**src/design/ccov_pkg.sv**
```systemverilog
// Shared constants, types and lookup functions for the colour covariance accumulator.
`timescale 1ns / 1ps

package ccov_pkg;

    localparam int SAMPLE_BITS     = 16;
    localparam int MAX_PIXELS_LOG2 = 20;
    localparam int IN_BITS         = 16;
    localparam int OUT_BITS        = 32;
    localparam int PROD_BITS       = 2 * SAMPLE_BITS;
    localparam int SUM_BITS        = 2 * SAMPLE_BITS + MAX_PIXELS_LOG2;
    localparam int CNT_BITS        = MAX_PIXELS_LOG2 + 1;
    localparam int STEP_BITS       = $clog2(SUM_BITS);
    localparam int NUM_PAIRS       = 6;
    localparam int PAIR_BITS       = 3;
    localparam int IDX_BITS        = 2;
    localparam int NUM_ENTRIES     = 9;
    localparam int ENTRY_BITS      = $clog2(NUM_ENTRIES);

    typedef enum logic [2:0] {
        S_ACCUM,
        S_FLUSH,
        S_LOAD,
        S_DIV,
        S_CAPT,
        S_OUT
    } t_state;

    typedef struct packed {
        logic                 accum;
        logic                 load;
        logic                 step;
        logic                 capture;
        logic                 clear;
        logic [PAIR_BITS-1:0] sel;
        logic [IDX_BITS-1:0]  row;
        logic [IDX_BITS-1:0]  col;
        logic                 last;
    } t_cmd;

    function automatic logic [IDX_BITS-1:0] entry_row(input logic [ENTRY_BITS-1:0] k);
        logic [IDX_BITS-1:0] r;
        case (k)
            4'd0, 4'd1, 4'd2: r = 2'd0;
            4'd3, 4'd4, 4'd5: r = 2'd1;
            default:          r = 2'd2;
        endcase
        return r;
    endfunction

    function automatic logic [IDX_BITS-1:0] entry_col(input logic [ENTRY_BITS-1:0] k);
        logic [IDX_BITS-1:0] c;
        case (k)
            4'd0, 4'd3, 4'd6: c = 2'd0;
            4'd1, 4'd4, 4'd7: c = 2'd1;
            default:          c = 2'd2;
        endcase
        return c;
    endfunction

    // Index of the stored sum for a matrix position; mirrored entries share a sum.
    function automatic logic [PAIR_BITS-1:0] pair_index(input logic [IDX_BITS-1:0] r,
                                                         input logic [IDX_BITS-1:0] c);
        logic [PAIR_BITS-1:0] p;
        case ({r, c})
            4'b0000:          p = 3'd0;
            4'b0001, 4'b0100: p = 3'd1;
            4'b0010, 4'b1000: p = 3'd2;
            4'b0101:          p = 3'd3;
            4'b0110, 4'b1001: p = 3'd4;
            default:          p = 3'd5;
        endcase
        return p;
    endfunction

endpackage

```
**src/design/ccov_ctrl.sv**
```systemverilog
// Sequencer: accumulation, per-entry division and result hand-off.
`timescale 1ns / 1ps

module ccov_ctrl (
    input  logic            i_clk,
    input  logic            i_rst_n,
    input  logic            i_valid,
    input  logic            i_last_pixel,
    input  logic            i_stall,
    output logic            o_stall,
    output logic            o_valid,
    output ccov_pkg::t_cmd  o_cmd
);

    ccov_pkg::t_state r_state, n_state;
    logic [ccov_pkg::STEP_BITS-1:0]  r_step, n_step;
    logic [ccov_pkg::ENTRY_BITS-1:0] r_entry, n_entry;

    always_ff @(posedge i_clk) begin
        if (!i_rst_n) begin
            r_state <= ccov_pkg::S_ACCUM;
            r_step  <= '0;
            r_entry <= '0;
        end else begin
            r_state <= n_state;
            r_step  <= n_step;
            r_entry <= n_entry;
        end
    end

    always_comb begin
        logic [ccov_pkg::IDX_BITS-1:0] row;
        logic [ccov_pkg::IDX_BITS-1:0] col;
        row           = ccov_pkg::entry_row(r_entry);
        col           = ccov_pkg::entry_col(r_entry);
        n_state       = r_state;
        n_step        = r_step;
        n_entry       = r_entry;
        o_stall       = 1'b1;
        o_valid       = 1'b0;
        o_cmd         = '0;
        o_cmd.sel     = ccov_pkg::pair_index(row, col);
        o_cmd.row     = row;
        o_cmd.col     = col;
        o_cmd.last    = (r_entry == ccov_pkg::ENTRY_BITS'(ccov_pkg::NUM_ENTRIES - 1));
        case (r_state)
            ccov_pkg::S_ACCUM: begin
                o_stall     = 1'b0;
                o_cmd.accum = i_valid;
                if (i_valid && i_last_pixel) begin
                    n_state = ccov_pkg::S_FLUSH;
                end
            end
            ccov_pkg::S_FLUSH: begin
                n_entry = '0;
                n_state = ccov_pkg::S_LOAD;
            end
            ccov_pkg::S_LOAD: begin
                o_cmd.load = 1'b1;
                n_step     = '0;
                n_state    = ccov_pkg::S_DIV;
            end
            ccov_pkg::S_DIV: begin
                o_cmd.step = 1'b1;
                n_step     = r_step + 1'b1;
                if (r_step == ccov_pkg::STEP_BITS'(ccov_pkg::SUM_BITS - 1)) begin
                    n_state = ccov_pkg::S_CAPT;
                end
            end
            ccov_pkg::S_CAPT: begin
                o_cmd.capture = 1'b1;
                n_state       = ccov_pkg::S_OUT;
            end
            ccov_pkg::S_OUT: begin
                o_valid = 1'b1;
                if (!i_stall) begin
                    if (o_cmd.last) begin
                        o_cmd.clear = 1'b1;
                        n_entry     = '0;
                        n_state     = ccov_pkg::S_ACCUM;
                    end else begin
                        n_entry = r_entry + 1'b1;
                        n_state = ccov_pkg::S_LOAD;
                    end
                end
            end
            default: begin
                n_state = ccov_pkg::S_ACCUM;
            end
        endcase
    end

endmodule

```
**config.mk**
```make
export PLATFORM = sky130hd
export DESIGN_NAME = ccov_ctrl
export DESIGN_NICKNAME = d
export VERILOG_FILES = /design/src/design/ccov_pkg.sv /design/src/design/ccov_ctrl.sv
export SDC_FILE = /design/constraint.sdc
export NUM_CORES = 1
export LEC_CHECK = 0
export ABC_CLOCK_PERIOD_IN_PS = 2050
export BUFFER_PORTS_ARGS = -buffer_cell sky130_fd_sc_hd__buf_4
export CAP_MARGIN = 20
export CORE_MARGIN = 4
export CORE_UTILIZATION = 40
export DETAILED_ROUTE_END_ITERATION = 16
export HOLD_SLACK_MARGIN = 0.15
export PLACE_DENSITY_LB_ADDON = 0.12
export SYNTH_ARGS = -nofsm -noshare
export SYNTH_HDL_FRONTEND = slang
export SYNTH_SLANG_ARGS = --single-unit
```
**constraint.sdc**
```tcl
create_clock -name i_clk -period 2.05 [get_ports i_clk]
set_input_delay 0.1025 -clock i_clk [delete_from_list [all_inputs] [get_ports i_clk]]
set_output_delay 0.1025 -clock i_clk [all_outputs]
set_load 0.02 [all_outputs]
```
==> results of run 1 <==
[where the power goes]
| part | internal [mW] | switching (mW) | total [mW] |
|---|---|---|---|
| clock | 0.0754 | 0.0879 | 0.163 |
| combinational | 0.0497 | 0.0707 | 0.120 |
| sequential | 0.257 | 0.0136 | 0.271 |
[cells in the mapped netlist, drive strengths merged (2+ instances only)]
master | number | share of area, %
nor2b | 2 | 1.2
and2 | 3 | 1.9
nand3 | 6 | 3.0
o21ai | 6 | 3.0
nand3b | 2 | 1.5
a21o | 3 | 2.2
nor3 | 3 | 1.5
o31ai | 3 | 2.2
a22oi | 2 | 1.5
nor3b | 2 | 1.5
nand2 | 7 | 2.6
a21oi | 7 | 3.5
nand4b | 4 | 3.5
and3b | 2 | 1.7
a211oi | 7 | 5.7
nor2 | 6 | 2.2
buf | 7 | 5.4
ha | 5 | 6.2
inv | 7 | 2.6
or3 | 3 | 1.9
dfxtp | 13 | 26
clkbuf | 4 | 1.5
or4 | 6 | 4.9
nand2b | 4 | 2.5
[worst max-delay path, stage by stage (launching register included)]
cell and delay [ns]:
dfxtp_4 0.38, inv_4 0.04, ha_4 0.15, mux2_4 0.25, or4_4 0.50, a21o_1 0.20
buf_6 0.13
[cell families (layout without fill, tap and decap cells)]
kind of cell,after synthesis,in the layout
multiplexers,1,1
flip-flops,13,13
AND/OR/NAND/NOR,53,53
AO/OA/AOI/OAI,36,36
buffers and inverters,18,38
adder cells (fa/ha/maj),5,5
[per-layer routing]
metal / track usage, % / wire, um
met5: 0 / 0
met4: 5.30 / 18
met2: 23.5 / 1050
met3: 3.12 / 104
met1: 20.5 / 1190
[state kept, by name, indices dropped and copies added (netlist names)]
name	count
r_state	3
r_entry	4
r_step	6
[per-stage QoR]
step | util [%] | TNS (ns) | cells
floorplan | - | 0 | 126
global placement | 49.8 | 0 | 166
detailed placement | 49.8 | 0 | 166
CTS | 52.8 | 0 | 174
global route | 53.9 | -0.0376 | 174
finish | 53.9 | 0 | 174
[cell type report]
class | count | area (um^2)
multi-input combinational | 95 | 671
fill | 224 | 1060
inverter | 7 | 28.8
clock buffer | 4 | 26.3
tap | 28 | 35.0
timing repair buffer | 27 | 209
sequential | 13 | 268
[worst max path at each step]
stage | cells after the start | end | slack [ns] | startpoint
after floorplan | 6 | o_cmd[5] | 0.17 | r_entry[0]
after global placement | 6 | o_cmd[5] | 0.19 | r_entry[0]
after detailed placement | 6 | o_cmd[5] | 0.12 | r_entry[0]
after CTS | 6 | o_cmd[5] | 0.001 | r_entry[0]
after global routing | 6 | o_cmd[5] | -0.04 | r_entry[1]
final | 6 | o_cmd[5] | 0.03 | r_entry[1]
[repair_timing]
item                       in CTS  in global routing
setup buffers                   3                  0
hold buffers                    1                  0
cloned                          0                  0
hold endpoints to repair        3                  0
setup endpoints to repair       1                  1
gates resized for setup         5                  8
pin swaps                       1                  2
==> results.sh, run 1 <==
export IMPL_hold_class="in -> reg"
export IMPL_layout_common_cells="buf_4, dfxtp_1, a21oi_1, nand2_1"
export IMPL_rows=17
export IMPL_grt_usage_pct=15.1
export IMPL_grt_start_max_net_pins=17
export IMPL_ys_seq_area_share_pct=25.9
export IMPL_worstSetupPathType="reg -> out"
export IMPL_slew_headroom_pct=76.2
export IMPL_num_vias=998
export IMPL_clock_skew_ns=0.00441
export IMPL_regToRegStartpoint="r_entry[1]"
export IMPL_antenna_cells=0
export IMPL_ant_nets=0
export IMPL_core_area_um2=2300
export IMPL_synthAdderAreaFrac_pct=6.23
export IMPL_synthArstFlopShare_pct=0
export IMPL_routedWlPerCell_um=13.6
export IMPL_clk_path_buf_depth=2
export IMPL_min_to="r_entry[0]"
export IMPL_worst_pin_slew_ns=0.357
export IMPL_ir_drop_mv=0.295
export IMPL_die_area_um2=3380
export IMPL_yosysWarningCount=0
export IMPL_power_density_nw_per_um2=448
export IMPL_synth_top_flop_cell="dfxtp_1"
export IMPL_status="finished clean"
export IMPL_start_util_pct=43.7
export IMPL_required_ns=1.95
export IMPL_synth_edf_count=0
export IMPL_cp_max_fo=4
export IMPL_grt_setup_unrepaired="yes"
export IMPL_fin_crit_sh_pct=98.4
export IMPL_area_growth_pct=23.2
export IMPL_clk_latency_ns=0.27
export IMPL_min_period_ns=2.02
export IMPL_die_w_um=58.1
export IMPL_cts_tree="built"
export IMPL_grt_pass1_vias=941
export IMPL_drive_gt1_share_pct=27.4
export IMPL_wl_mm=2.36
export IMPL_drt_vias_per_instance=5.74
export IMPL_synth_cells=126
export IMPL_final_hold_viol_count=0
export IMPL_min_from="i_stall"
export IMPL_setup_viol=0
export IMPL_muxShareOfSynthArea_pct=1.49
export IMPL_grt_overflow=0
export IMPL_min_path_cells=3
export IMPL_antenna_found_initial=0
export IMPL_synth_seq_cells=13
export IMPL_fin_area_um2=1240
export IMPL_final_common_cell="buf_4"
export IMPL_r2r_cells=6
export IMPL_synth_xor_area_share_pct=0
export IMPL_cts_sinks=13
export IMPL_io_pins=20
export IMPL_finalWorstSetupSlack_ns=0.0326
export IMPL_fp_dieH_um=58.1
export IMPL_synth_compound_area_share_pct=24.7
export IMPL_clk_pin_slew_ns=0.09
export IMPL_p_total_uw=554
export IMPL_syn_num_nets=136
export IMPL_synth_cell_types=39
export IMPL_endpoint_kind="primary output"
export IMPL_syn_avg_cell_area_um2=7.97
export IMPL_start_kind="flip-flop"
export IMPL_syn_area_um2=1000
export IMPL_cts_made_buffers=3
export IMPL_synth_top_family_by_area="simple AND/OR/NAND/NOR gates"
export IMPL_dr_pass1_iters=4
export IMPL_fmax_mhz=496
export IMPL_grt_pass1_wl_mm=4.11
export IMPL_first_iter_violations=30
export IMPL_holdWs_ns=0.167
export IMPL_globalplace_congestion=0.738
export IMPL_pre_cts_ws_ns=0.118
export IMPL_port_buffers=19
export IMPL_post_dp_cell_area_um2=1140
export IMPL_drv_slew=0
export IMPL_rr_endpoint="r_entry[0]"
export IMPL_synth_simple_area_share_pct=32.3
export IMPL_leakagePower_nw=0.496
export IMPL_htreeDepth=1
export IMPL_r2r_slack_ns=0.33
export IMPL_dpl_hpwl_mm=1.72
export IMPL_crit_arrival_ns=1.91
export IMPL_cap_violations=0
export IMPL_nNetsFinal=157
export IMPL_root_buffer="clkbuf_4"
export IMPL_drc=0
No activity file was read; power rests on OpenSTA's default activity.
==> run 2, diff against run 1 <==
Settings changed: CORE_ASPECT_RATIO set to 1.5.
==> run 2 against run 1 <==
Compared with the run above:
- die area grew 0.50%
- via count decreased by 0.30%
- combinational power increased by 13%
- flip-flop and latch count is the same
- global-route usage is 0.71 points lower
- non-clock buffer count rose by 1
- final cell count down 1.7%
- setup slack improved by 0.010 ns
- cell area rose by 0.20%
- highest routed layer unchanged
==> results.sh, run 2 (synthesized netlist as in run 1, its figures left out) <==
export IMPL_num_vias=995
export IMPL_regArea_um2=268
export IMPL_hold_class="in -> reg"
export IMPL_start_kind="flip-flop"
export IMPL_clock_skew_ns=0.00509
export IMPL_min_path_cells=3
export IMPL_io_pins=20
export IMPL_fin_area_um2=1240
export IMPL_grt_usage_pct=14.4
export IMPL_root_buffer="clkbuf_4"
export IMPL_die_area_um2=3390
export IMPL_drv_slew=0
export IMPL_largest_reg_flops=6
export IMPL_clk_latency_ns=0.27
export IMPL_power_density_nw_per_um2=453
export IMPL_grt_start_max_net_pins=17
export IMPL_area_growth_pct=23.4
export IMPL_ant_nets=0
export IMPL_final_hold_viol_count=0
export IMPL_routedWlPerCell_um=14.9
export IMPL_ir_drop_mv=0.300
export IMPL_cap_violations=0
export IMPL_cts_tree="built"
export IMPL_fin_crit_sh_pct=97.9
export IMPL_antenna_found_initial=0
export IMPL_core_area_um2=2420
export IMPL_largestRegisters="r_step: 6 flops, r_entry: 4 flops, r_state: 3 flops"
export IMPL_slew_headroom_pct=75.6
export IMPL_cts_made_buffers=3
export IMPL_grt_pass1_vias=944
export IMPL_fp_dieH_um=69.4
export IMPL_cts_sinks=13
export IMPL_drt_vias_per_instance=5.82
export IMPL_die_w_um=48.9
export IMPL_min_period_ns=2.01
export IMPL_start_util_pct=41.5
export IMPL_post_dp_cell_area_um2=1150
export IMPL_required_ns=1.95
export IMPL_worst_pin_slew_ns=0.357
export IMPL_drive_gt1_share_pct=27.9
export IMPL_layout_common_cells="buf_4, dfxtp_1, a21oi_1, nand2_1"
export IMPL_first_iter_violations=14
export IMPL_clk_path_buf_depth=2
export IMPL_leakagePower_nw=0.500
export IMPL_drc=0
export IMPL_globalplace_congestion=0.729
export IMPL_htreeDepth=1
export IMPL_multi_input_area_um2=671
export IMPL_r2r_cells=6
export IMPL_endpoint_kind="primary output"
export IMPL_dr_pass1_iters=4
export IMPL_clk_pin_slew_ns=0.08
export IMPL_r2r_slack_ns=0.35
export IMPL_status="finished clean"
export IMPL_fmax_mhz=498
export IMPL_dpl_hpwl_mm=1.90
export IMPL_worstSetupPathType="reg -> out"
export IMPL_top_register="r_step"
export IMPL_finalSetupTns_ns=0
export IMPL_nNetsFinal=158
export IMPL_port_buffers=19
export IMPL_wl_mm=2.55
export IMPL_grt_overflow=0
export IMPL_grt_setup_unrepaired="yes"
export IMPL_fillCellCount=245
export IMPL_grt_pass1_wl_mm=4.08
export IMPL_crit_arrival_ns=1.90
export IMPL_cp_max_fo=3
export IMPL_rows=22
export IMPL_antenna_cells=0
export IMPL_final_common_cell="buf_4"
export IMPL_setup_viol=0
## run 2: cell types whose count changed in the layout (fill, tap and decap cells not counted), sizes merged
cell  previous run  this run
buf             26        27
## run 2: repair_timing
action | 4_1_cts | 5_1_grt
hold buffers | 1 | 0
pin swaps | 1 | 2
resized for setup | 5 | 8
endpoints found under the setup margin | 1 | 1
hold endpoints to repair | 3 | 0
buffers inserted | 2 | 0
## run 2: critical path: stages (launching register included)
cell and delay [ns]:
dfxtp_4 0.38, inv_4 0.04, ha_4 0.15, mux2_4 0.24
or4_4 0.50, a21o_1 0.20, buf_6 0.13
## run 2: layer usage
metal  global-route usage, %  routed length, um
met1                    14.7                987
met5                       0                  0
met3                    2.15                 83
met2                    27.8               1450
met4                    5.69                 21
## run 2: path summary, 6_finish.rpt
path / start / endpoint
worst max-delay path: r_entry[1] / o_cmd[5]
worst min-delay path: i_stall / r_entry[0]
worst max register to register: r_entry[1] / r_entry[0]
worst min register to register: r_step[1] / r_step[1]
## run 2: cell type report
type | instances | area share, %
Multi-Input combinational cell | 95 | 54.1
Inverter | 7 | 2.32
Tap cell | 24 | 2.42
Clock buffer | 4 | 2.12
Timing Repair Buffer | 28 | 17.5
Sequential cell | 13 | 21.6
## run 2: power breakdown
group | leakage, nW | internal, mW | switching, mW
clock network | 0.0150 | 0.0753 | 0.0849
logic | 0.379 | 0.0565 | 0.0799
registers | 0.107 | 0.257 | 0.00797
total | 0.500 | 0.389 | 0.173
## run 2: per-stage QoR
stage	setup slack, ns	cells	power [mW]	utilization (%)	hold WS, ns
floorplan	0.167	126	0.354	-	0.220
global placement	0.182	164	0.407	47.6	0.356
detailed placement	0.139	164	0.409	47.6	0.360
CTS	0.0144	171	0.567	50.2	0.160
global route	-0.0151	171	0.593	51.2	0.180
finish	0.0431	171	0.562	51.2	0.168
